### config.mk
export PLATFORM = sky130hd
export DESIGN_NAME = ata_taskfile_address_setup
export DESIGN_NICKNAME = d
export VERILOG_FILES = /design/src/ata_tf_pkg.sv /design/src/ata_tf_chs.sv /design/src/ata_tf_encode.sv /design/src/ata_taskfile_address_setup.sv
export SDC_FILE = /design/constraint.sdc
export NUM_CORES = 1
export LEC_CHECK = 0
export BUFFER_PORTS_ARGS = -buffer_cell sky130_fd_sc_hd__buf_4
export CORE_AREA = 2 2 199 201
export DETAILED_ROUTE_END_ITERATION = 6
export DIE_AREA = 0 0 201 203
export PLACE_DENSITY_LB_ADDON = 0.1
export SYNTH_ARGS = -nofsm -noshare
export SYNTH_HDL_FRONTEND = slang
export SYNTH_HIERARCHICAL = 1
export SYNTH_SLANG_ARGS = --single-unit
### constraint.sdc
create_clock -name i_clk -period 12.7 [get_ports i_clk]
set_input_delay 1.905 -clock i_clk [delete_from_list [all_inputs] [get_ports i_clk]]
set_output_delay 1.905 -clock i_clk [all_outputs]
set_load 0.01 [all_outputs]
### src/ata_tf_pkg.sv
// Shared types and constants for the ATA task-file address setup block.
// Holds the request and result structs, addressing-mode codes and command bytes.
// No dependencies.
package ata_tf_pkg;

    // Addressing mode reported with each result.
    typedef enum logic [1:0] {
        ADDR_CHS   = 2'd0,
        ADDR_LBA28 = 2'd1,
        ADDR_LBA48 = 2'd2
    } t_addr_mode;

    // Transfer direction of a request.
    localparam logic DIR_READ  = 1'b0;
    localparam logic DIR_WRITE = 1'b1;

    // Device/head register bases.
    localparam logic [7:0] DEVHEAD_CHS = 8'hA0;
    localparam logic [7:0] DEVHEAD_LBA = 8'hE0;

    // PIO and cache-flush command bytes.
    localparam logic [7:0] CMD_READ        = 8'h20;
    localparam logic [7:0] CMD_READ_EXT    = 8'h24;
    localparam logic [7:0] CMD_WRITE       = 8'h30;
    localparam logic [7:0] CMD_WRITE_EXT   = 8'h34;
    localparam logic [7:0] CMD_FLUSH       = 8'hE7;
    localparam logic [7:0] CMD_FLUSH_EXT   = 8'hEA;
    localparam logic [7:0] CMD_NONE        = 8'h00;

    // CHS geometry: 16 heads, 63 sectors per track.
    localparam int unsigned SECTORS_PER_TRACK = 63;
    localparam int unsigned LBA28_BITS        = 28;
    // Reciprocal of 63 scaled by 2^34, rounded up; exact for all 28-bit addresses.
    localparam int unsigned RECIP_SHIFT       = 34;
    localparam logic [28:0] RECIP_63          = 29'd272696337;

    // One sector access request.
    typedef struct packed {
        logic        mode;
        logic [31:0] sector_address;
        logic [7:0]  sector_total;
        logic        device_select;
        logic        lba_capable;
    } t_request;

    // One set of task-file values.
    typedef struct packed {
        t_addr_mode  addr_mode;
        logic [7:0]  device_head;
        logic [7:0]  count_low;
        logic [7:0]  count_high;
        logic [7:0]  addr_byte0;
        logic [7:0]  addr_byte1;
        logic [7:0]  addr_byte2;
        logic [7:0]  addr_byte3;
        logic [7:0]  command_byte;
        logic [7:0]  flush_byte;
    } t_result;

endpackage

### src/ata_tf_chs.sv
// CHS geometry conversion of a 28-bit block address (16 heads, 63 sectors).
// Uses constants from ata_tf_pkg.
module ata_tf_chs (
    input  logic [27:0] i_lba,
    output logic [5:0]  o_sector,
    output logic [3:0]  o_head,
    output logic [15:0] o_cylinder
);

    logic [56:0] w_product;
    logic [22:0] w_track;
    logic [27:0] w_track_start;
    logic [27:0] w_remainder;

    // Track index as address / 63, by multiplying with the scaled reciprocal.
    assign w_product = 57'(i_lba) * 57'(ata_tf_pkg::RECIP_63);
    assign w_track   = w_product[ata_tf_pkg::RECIP_SHIFT +: 23];

    // Sector within the track is the remainder; 63 * track is a shift and subtract.
    assign w_track_start = 28'({w_track, 6'b0} - {6'b0, w_track});
    assign w_remainder   = i_lba - w_track_start;
    assign o_sector      = w_remainder[5:0] + 6'd1;

    // Sixteen tracks make a cylinder; the cylinder keeps only its low 16 bits.
    assign o_head     = w_track[3:0];
    assign o_cylinder = w_track[19:4];

endmodule

### src/ata_tf_encode.sv
// Chooses the addressing mode and builds the task-file values for one request.
// Depends on ata_tf_pkg and ata_tf_chs.
module ata_tf_encode (
    input  ata_tf_pkg::t_request i_request,
    output ata_tf_pkg::t_result  o_result
);

    logic [5:0]             w_sector;
    logic [3:0]             w_head_chs;
    logic [15:0]            w_cylinder;
    ata_tf_pkg::t_addr_mode w_mode;
    logic [3:0]             w_head;
    logic                   w_ext;

    ata_tf_chs u_chs (
        .i_lba      (i_request.sector_address[27:0]),
        .o_sector   (w_sector),
        .o_head     (w_head_chs),
        .o_cylinder (w_cylinder)
    );

    // Addresses at or above 2^28 need LBA48; otherwise LBA28 when the drive allows it.
    always_comb begin
        if (i_request.sector_address[31:ata_tf_pkg::LBA28_BITS] != '0) begin
            w_mode = ata_tf_pkg::ADDR_LBA48;
        end else if (i_request.lba_capable) begin
            w_mode = ata_tf_pkg::ADDR_LBA28;
        end else begin
            w_mode = ata_tf_pkg::ADDR_CHS;
        end
    end

    assign w_ext = (w_mode == ata_tf_pkg::ADDR_LBA48);

    // Address bytes and head nibble for each mode.
    always_comb begin
        o_result            = '0;
        o_result.addr_mode  = w_mode;
        o_result.count_low  = i_request.sector_total;
        o_result.count_high = 8'h00;
        unique case (w_mode)
            ata_tf_pkg::ADDR_LBA48: begin
                o_result.addr_byte0 = i_request.sector_address[7:0];
                o_result.addr_byte1 = i_request.sector_address[15:8];
                o_result.addr_byte2 = i_request.sector_address[23:16];
                o_result.addr_byte3 = i_request.sector_address[31:24];
                w_head              = 4'h0;
            end
            ata_tf_pkg::ADDR_LBA28: begin
                o_result.addr_byte0 = i_request.sector_address[7:0];
                o_result.addr_byte1 = i_request.sector_address[15:8];
                o_result.addr_byte2 = i_request.sector_address[23:16];
                o_result.addr_byte3 = 8'h00;
                w_head              = i_request.sector_address[27:24];
            end
            default: begin
                o_result.addr_byte0 = {2'b00, w_sector};
                o_result.addr_byte1 = w_cylinder[7:0];
                o_result.addr_byte2 = w_cylinder[15:8];
                o_result.addr_byte3 = 8'h00;
                w_head              = w_head_chs;
            end
        endcase

        // Device/head byte: mode base, slave select in bit 4, head nibble.
        o_result.device_head = ((w_mode == ata_tf_pkg::ADDR_CHS) ? ata_tf_pkg::DEVHEAD_CHS
                                                                  : ata_tf_pkg::DEVHEAD_LBA)
                             | {3'b000, i_request.device_select, w_head};

        // Command bytes; a read carries no flush command.
        if (i_request.mode == ata_tf_pkg::DIR_WRITE) begin
            o_result.command_byte = w_ext ? ata_tf_pkg::CMD_WRITE_EXT : ata_tf_pkg::CMD_WRITE;
            o_result.flush_byte   = w_ext ? ata_tf_pkg::CMD_FLUSH_EXT : ata_tf_pkg::CMD_FLUSH;
        end else begin
            o_result.command_byte = w_ext ? ata_tf_pkg::CMD_READ_EXT : ata_tf_pkg::CMD_READ;
            o_result.flush_byte   = ata_tf_pkg::CMD_NONE;
        end
    end

endmodule

### src/ata_taskfile_address_setup.sv
// Top level of the ATA task-file address setup block: request and result registers.
// Depends on ata_tf_pkg and ata_tf_encode.
//
//  Channel   Signals                      Handshake
//  --------  ---------------------------  ---------------------------------------
//  request   start, busy, i_request       taken at an edge with start high, busy low
//  result    o_result_valid, o_result     shown for one cycle, cannot be held off
//
// A request is registered at the edge that takes it; its result is registered at
// the next edge and shown for one cycle. busy never rises,
// so a request may be taken every cycle and results follow at the same rate.
// The single path of work is the reciprocal multiply of the CHS conversion.
// Reset (synchronous, active low) drops any request in flight and any result.
module ata_taskfile_address_setup (
    input  logic                 i_clk,
    input  logic                 i_rst_n,
    input  logic                 start,
    output logic                 busy,
    input  ata_tf_pkg::t_request i_request,
    output logic                 o_result_valid,
    output ata_tf_pkg::t_result  o_result
);

    ata_tf_pkg::t_request r_request;
    logic                 r_request_valid;
    ata_tf_pkg::t_result  r_result;
    logic                 r_result_valid;
    ata_tf_pkg::t_result  n_result;

    assign busy = 1'b0;

    // Request register.
    always_ff @(posedge i_clk) begin
        if (!i_rst_n) begin
            r_request_valid <= 1'b0;
        end else begin
            r_request_valid <= start && !busy;
        end
        if (start && !busy) begin
            r_request <= i_request;
        end
    end

    ata_tf_encode u_encode (
        .i_request (r_request),
        .o_result  (n_result)
    );

    // Result register; each result stays for exactly one cycle.
    always_ff @(posedge i_clk) begin
        if (!i_rst_n) begin
            r_result_valid <= 1'b0;
        end else begin
            r_result_valid <= r_request_valid;
        end
        if (r_request_valid) begin
            r_result <= n_result;
        end
    end

    assign o_result_valid = r_result_valid;
    assign o_result       = r_result;

endmodule

---- Word-level counts from Yosys, hierarchy flattened ----
Cells that the tools add are included.
cells by class
  multiply operators ...................... 1
  multiplexer cells ....................... 9
  bitwise gates (word level) .............. 1
  add/subtract/negate cells ............... 3
  equal/unequal tests ..................... 2
  reductions and logical operators ........ 2
operator list
  cell                    number
  $pmux 32 s2             1
  $mul 28x29->54 const B  1
  $mux 16                 1
  $or 8x5->8              1
  $pmux 4 s2              1
  $mux 7                  1
  $add 6x1->6 const B     1
  $mux 3                  2
  $sub 1x6->6 const A     1
  $sub 6x6->6             1
  $mux 4                  1
  $reduce_bool 4->1       1
  $eq 2x1->1 const B      1
  $eq 2x2->1 const B      1
  $logic_not 2->1         1
  $mux 2                  1
  $mux 1                  1
storage, ports and cells
  input bits .............................. 46
  output and inout bits ................... 76
  flip-flop bits (word level) ............. 111

---- Longest topological paths before layout ----
  depth in word-level cells ............... 5
  gate-level depth with buffers ........... 27

---- Hierarchy ----
Netlist, hierarchy kept.
by module, submodules not included
  module                      times used  area an instance (µm²)  seq. area each (µm²)  cells an instance
  ata_tf_chs                  1           5148.7                  0.0                   554
  ata_taskfile_address_setup  1           3577.2                  3553.4                123
  ata_tf_encode               1           794.5                   0.0                   87

---- Worst setup path before layout ----
OpenSTA, ideal clock, no wires.
  path type ............................... flip-flop to flip-flop
  start point ............................. register r_request[15] (netlist name)
  end point ............................... register r_result, in the netlist o_result[45], data pin
  cell stages (with the launch flop) ...... 25
  slack ................................... 6.749 ns
  arrival ................................. 5.690 ns
  period minus slack after synthesis ...... 5.951 ns
  required time ........................... 12.440 ns
  buffers on the path ..................... 0
  cells stage by stage .................... edfxtp_1 > ha_1 > ha_1 > fa_1 > inv_1 > fa_1 > inv_1 > ha_1 > ha_1 > a21o_1 > a21o_1 > a21oi_1 > o21ai_1 > a221o_1 > a221oi_1 > o21ai_1 > a211oi_1 > xnor2_1 > ha_1 > a21oi_1 > o21bai_1 > a21oi_1 > xor2_1 > xnor2_1 > mux2_4
RTL lines
  element                   RTL line                          RTL
  start: declaration        ata_taskfile_address_setup.sv:24  ata_tf_pkg::t_request r_request;
  start signal: assignment  ata_taskfile_address_setup.sv:40  r_request <= i_request;
  end signal: assignment    ata_taskfile_address_setup.sv:57  r_result <= n_result;
  end: declaration          ata_taskfile_address_setup.sv:26  ata_tf_pkg::t_result r_result;

==> results.yml <==
synthesis:
  synth_common_cells: "176 x ha_1, 129 x inv_1, 117 x edfxtp_1"
  syn_inst: 764
  synth_area_um2: 9520
  synthSimpleGateAreaFrac_pct: 4.84
  async_reset_ff_share_pct: 0
  yosysUniqueCellTypes: 65
  synth_seq_cells: 119
  yosysSeqAreaShare_pct: 37.3
  synth_top_area_share_pct: 36.9
  synth_top_family_by_area: "adder cells"
  synth_edf_count: 117
  muxShareOfSynthArea_pct: 3.69
  yosysWarnings: 6
  synth_xor_area_share_pct: 2.21
  netlist_top_cells_area: "edfxtp_1 37%, ha_1 23%, fa_1 12%"
  synth.largest_area_cell: "edfxtp_1"
  synth_flop_cell: "edfxtp_1"
  synth_compound_area_share_pct: 7.81
  synth_area_per_cell_um2: 12.5
  synth-adder-area-share_pct: 35.5
  yosysMostFrequentCell: "ha_1"
place:
  dpl.hpwl_um: 19800
  placement.io_buffers: 120
  place_congestion: 0.798
  place_area_um2: 10800
outcome:
  outcome: "complete, no violations"
clock_network:
  cts_sinks: 119
  clk_latency_ps: 430
  cts_resized: 0
  clk_pin_slew_ps: 60
  ctsHoldBuffers: 0
  clock_tree.buffer_depth: 2
  cts_inserted_buffers: 17
  ctsRootBufferMaster: "clkbuf_16"
  cts_tree: "done"
  htreeDepth: 4
  cts_setup_buffers: 0
critical_path:
  crit_arrival_ps: 6820
  startpoint_type: "register"
  path_delay_family: "adder cells"
  required_ps: 12860
  end_kind: "register"
  path_class: "register to register"
  cp_max_fo: 4
  critPathSlowestCell: "fa_1"
  worst_path_most_repeated_cell: "inv_1"
  critPathBufInv: 5
  crit_path_cell_trace: "ha_1, fa_1, inv_1, fa_1, inv_1, fa_1, inv_1, fa_1, inv_1, ha_1, nand2_1, nor3_1, a41o_1, a21oi_4, o32a_2, xnor2_1, ha_1, inv_1, o21bai_1, a21oi_1, xor2_1, xnor2_1, mux2_4"
  slowest_delay_ps: 550
power:
  p_leak_nw: 5.36
  powerDensity_nw_per_um2: 225
  ir_worst_vdd_v: 0.000116
routing:
  drtAntennaViolNets: 0
  firstDrtPassIters: 4
  drtIter0Drc: 184
  wl_um: 24800
  vias: 5730
  avgRoutedWirePerCell_um: 17.6
  viasPerCell: 4.07
  drc: 0
worst_hold_path:
  hp-class: "register to register"
global_routing:
  globalRouteOverflowTotal: 0
  grt_use_total_pct: 12.7
  antenna_found_initial: 0
  grt_pass1_wl_um: 37900
  grt_pass1_vias: 6177
  grt_max_degree: 76
sta:
  max_freq_mhz: 150
  setup_viol: 0
  worst_pin_slew_ps: 1030
  fin_skew_ps: 18.5
  post-route-period-util_pct: 52.4
  finalHoldViolations: 0
  min_period_ps: 6660
  slew_viol_final: 0
  setup_tns_ps: 0
  rsz0062_at_grt: "false"
  slew_headroom_pct: 31.4
die:
  die_h_um: 203
  die-area_um2: 40800
  io_pins: 122
  die_w_um: 201
  start_util_pct: 24.7
  core_um2: 38500
  fp-row-count: 72
cells_and_area:
  areaGrowthSynthToFinish_pct: 20.0
  nNetsFinal: 1157
  drive_above_1_share_pct: 21.3
  stdcell_area_um2: 11400
run:
  maxCapViolCount: 0
-- cells in the final DEF (no fill, tap or decap), types with 3 or more instances in the layout --
cell type	instances
buf_4	120
clkinv_4	3
mux2i_1	4
and2_1	11
conb_1	18
o21ai_1	4
bufinv_16	4
nor2_1	20
xor2_1	4
nand2_1	12
o21bai_1	3
clkbuf_16	17
fa_1	59
clkbuf_1	3
ha_1	176
clkinv_2	3
a21o_1	24
mux2_2	5
o21ai_0	7
nand4_1	4
inv_1	129
nor2b_1	6
mux2_4	17
nor3_1	6
edfxtp_1	117
a21oi_1	29
xnor2_1	20
o21a_1	5
nand3_1	9
or3_1	3
-- sequential cells by signal, indices dropped and copies added (netlist names) --
name and count:
r_request_valid 1, o_result_valid 1, r_request 43, o_result 74
-- power by group --
group | switching (W) | total, W | internal, W
Combinational | 0.000881 | 0.00156 | 0.000680
Sequential | 0.0000340 | 0.000502 | 0.000468
Clock | 0.000180 | 0.000508 | 0.000328
Total | 0.00109 | 0.00257 | 0.00148
-- cell families after synthesis --
kind of cell | after synthesis
compound gates | 102
buf+inv | 172
other cells | 3
xor+xnor | 24
mux | 26
simple gates | 83
fa+ha+maj | 235
flops | 119
-- cell type report --
type / count / area, um2
Inverter: 130 / 488
Clock buffer: 20 / 437
Timing Repair Buffer: 120 / 901
Fill cell: 3979 / 27000
Sequential cell: 119 / 3560
Tap cell: 518 / 648
Multi-Input combinational cell: 488 / 5220
Antenna cell: 1 / 2.50
Clock inverter: 12 / 178
-- path summary, 6_finish.rpt --
check	slack (ps)	cells past startpoint	endpoint	startpoint
setup reg to reg	6040	23	o_result[45]	r_request[36]
hold / removal	420	0	o_result[62]	r_request[8]
hold reg to reg	420	0	o_result[62]	r_request[8]
setup / recovery	6040	23	o_result[45]	r_request[36]
-- through the flow --
stage	total power [W]	util, %	hold slack, ps	std cells	setup slack [ps]
global placement	0.00210	28.1	401	1375	6030
floorplan	0.00167	-	490	779	6750
CTS	0.00262	29.7	417	1407	5950
detailed placement	0.00208	28.1	405	1375	5980
finish	0.00257	29.7	418	1408	6040
global route	0.00282	29.7	420	1407	5590
-- per-layer routing --
layer | routed length (um) | vias to the layer above | track usage, % | share of wire [%]
li1 | - | 2856 | - | -
met1 | 12000 | 2758 | 16.7 | 48
met2 | 11800 | 105 | 21.2 | 47
met3 | 800 | 11 | 2.54 | 3.2
met4 | 270 | 0 | 3.10 | 1.1
met5 | 0 | - | 0 | 0
Power figures use the tool's default switching activity.
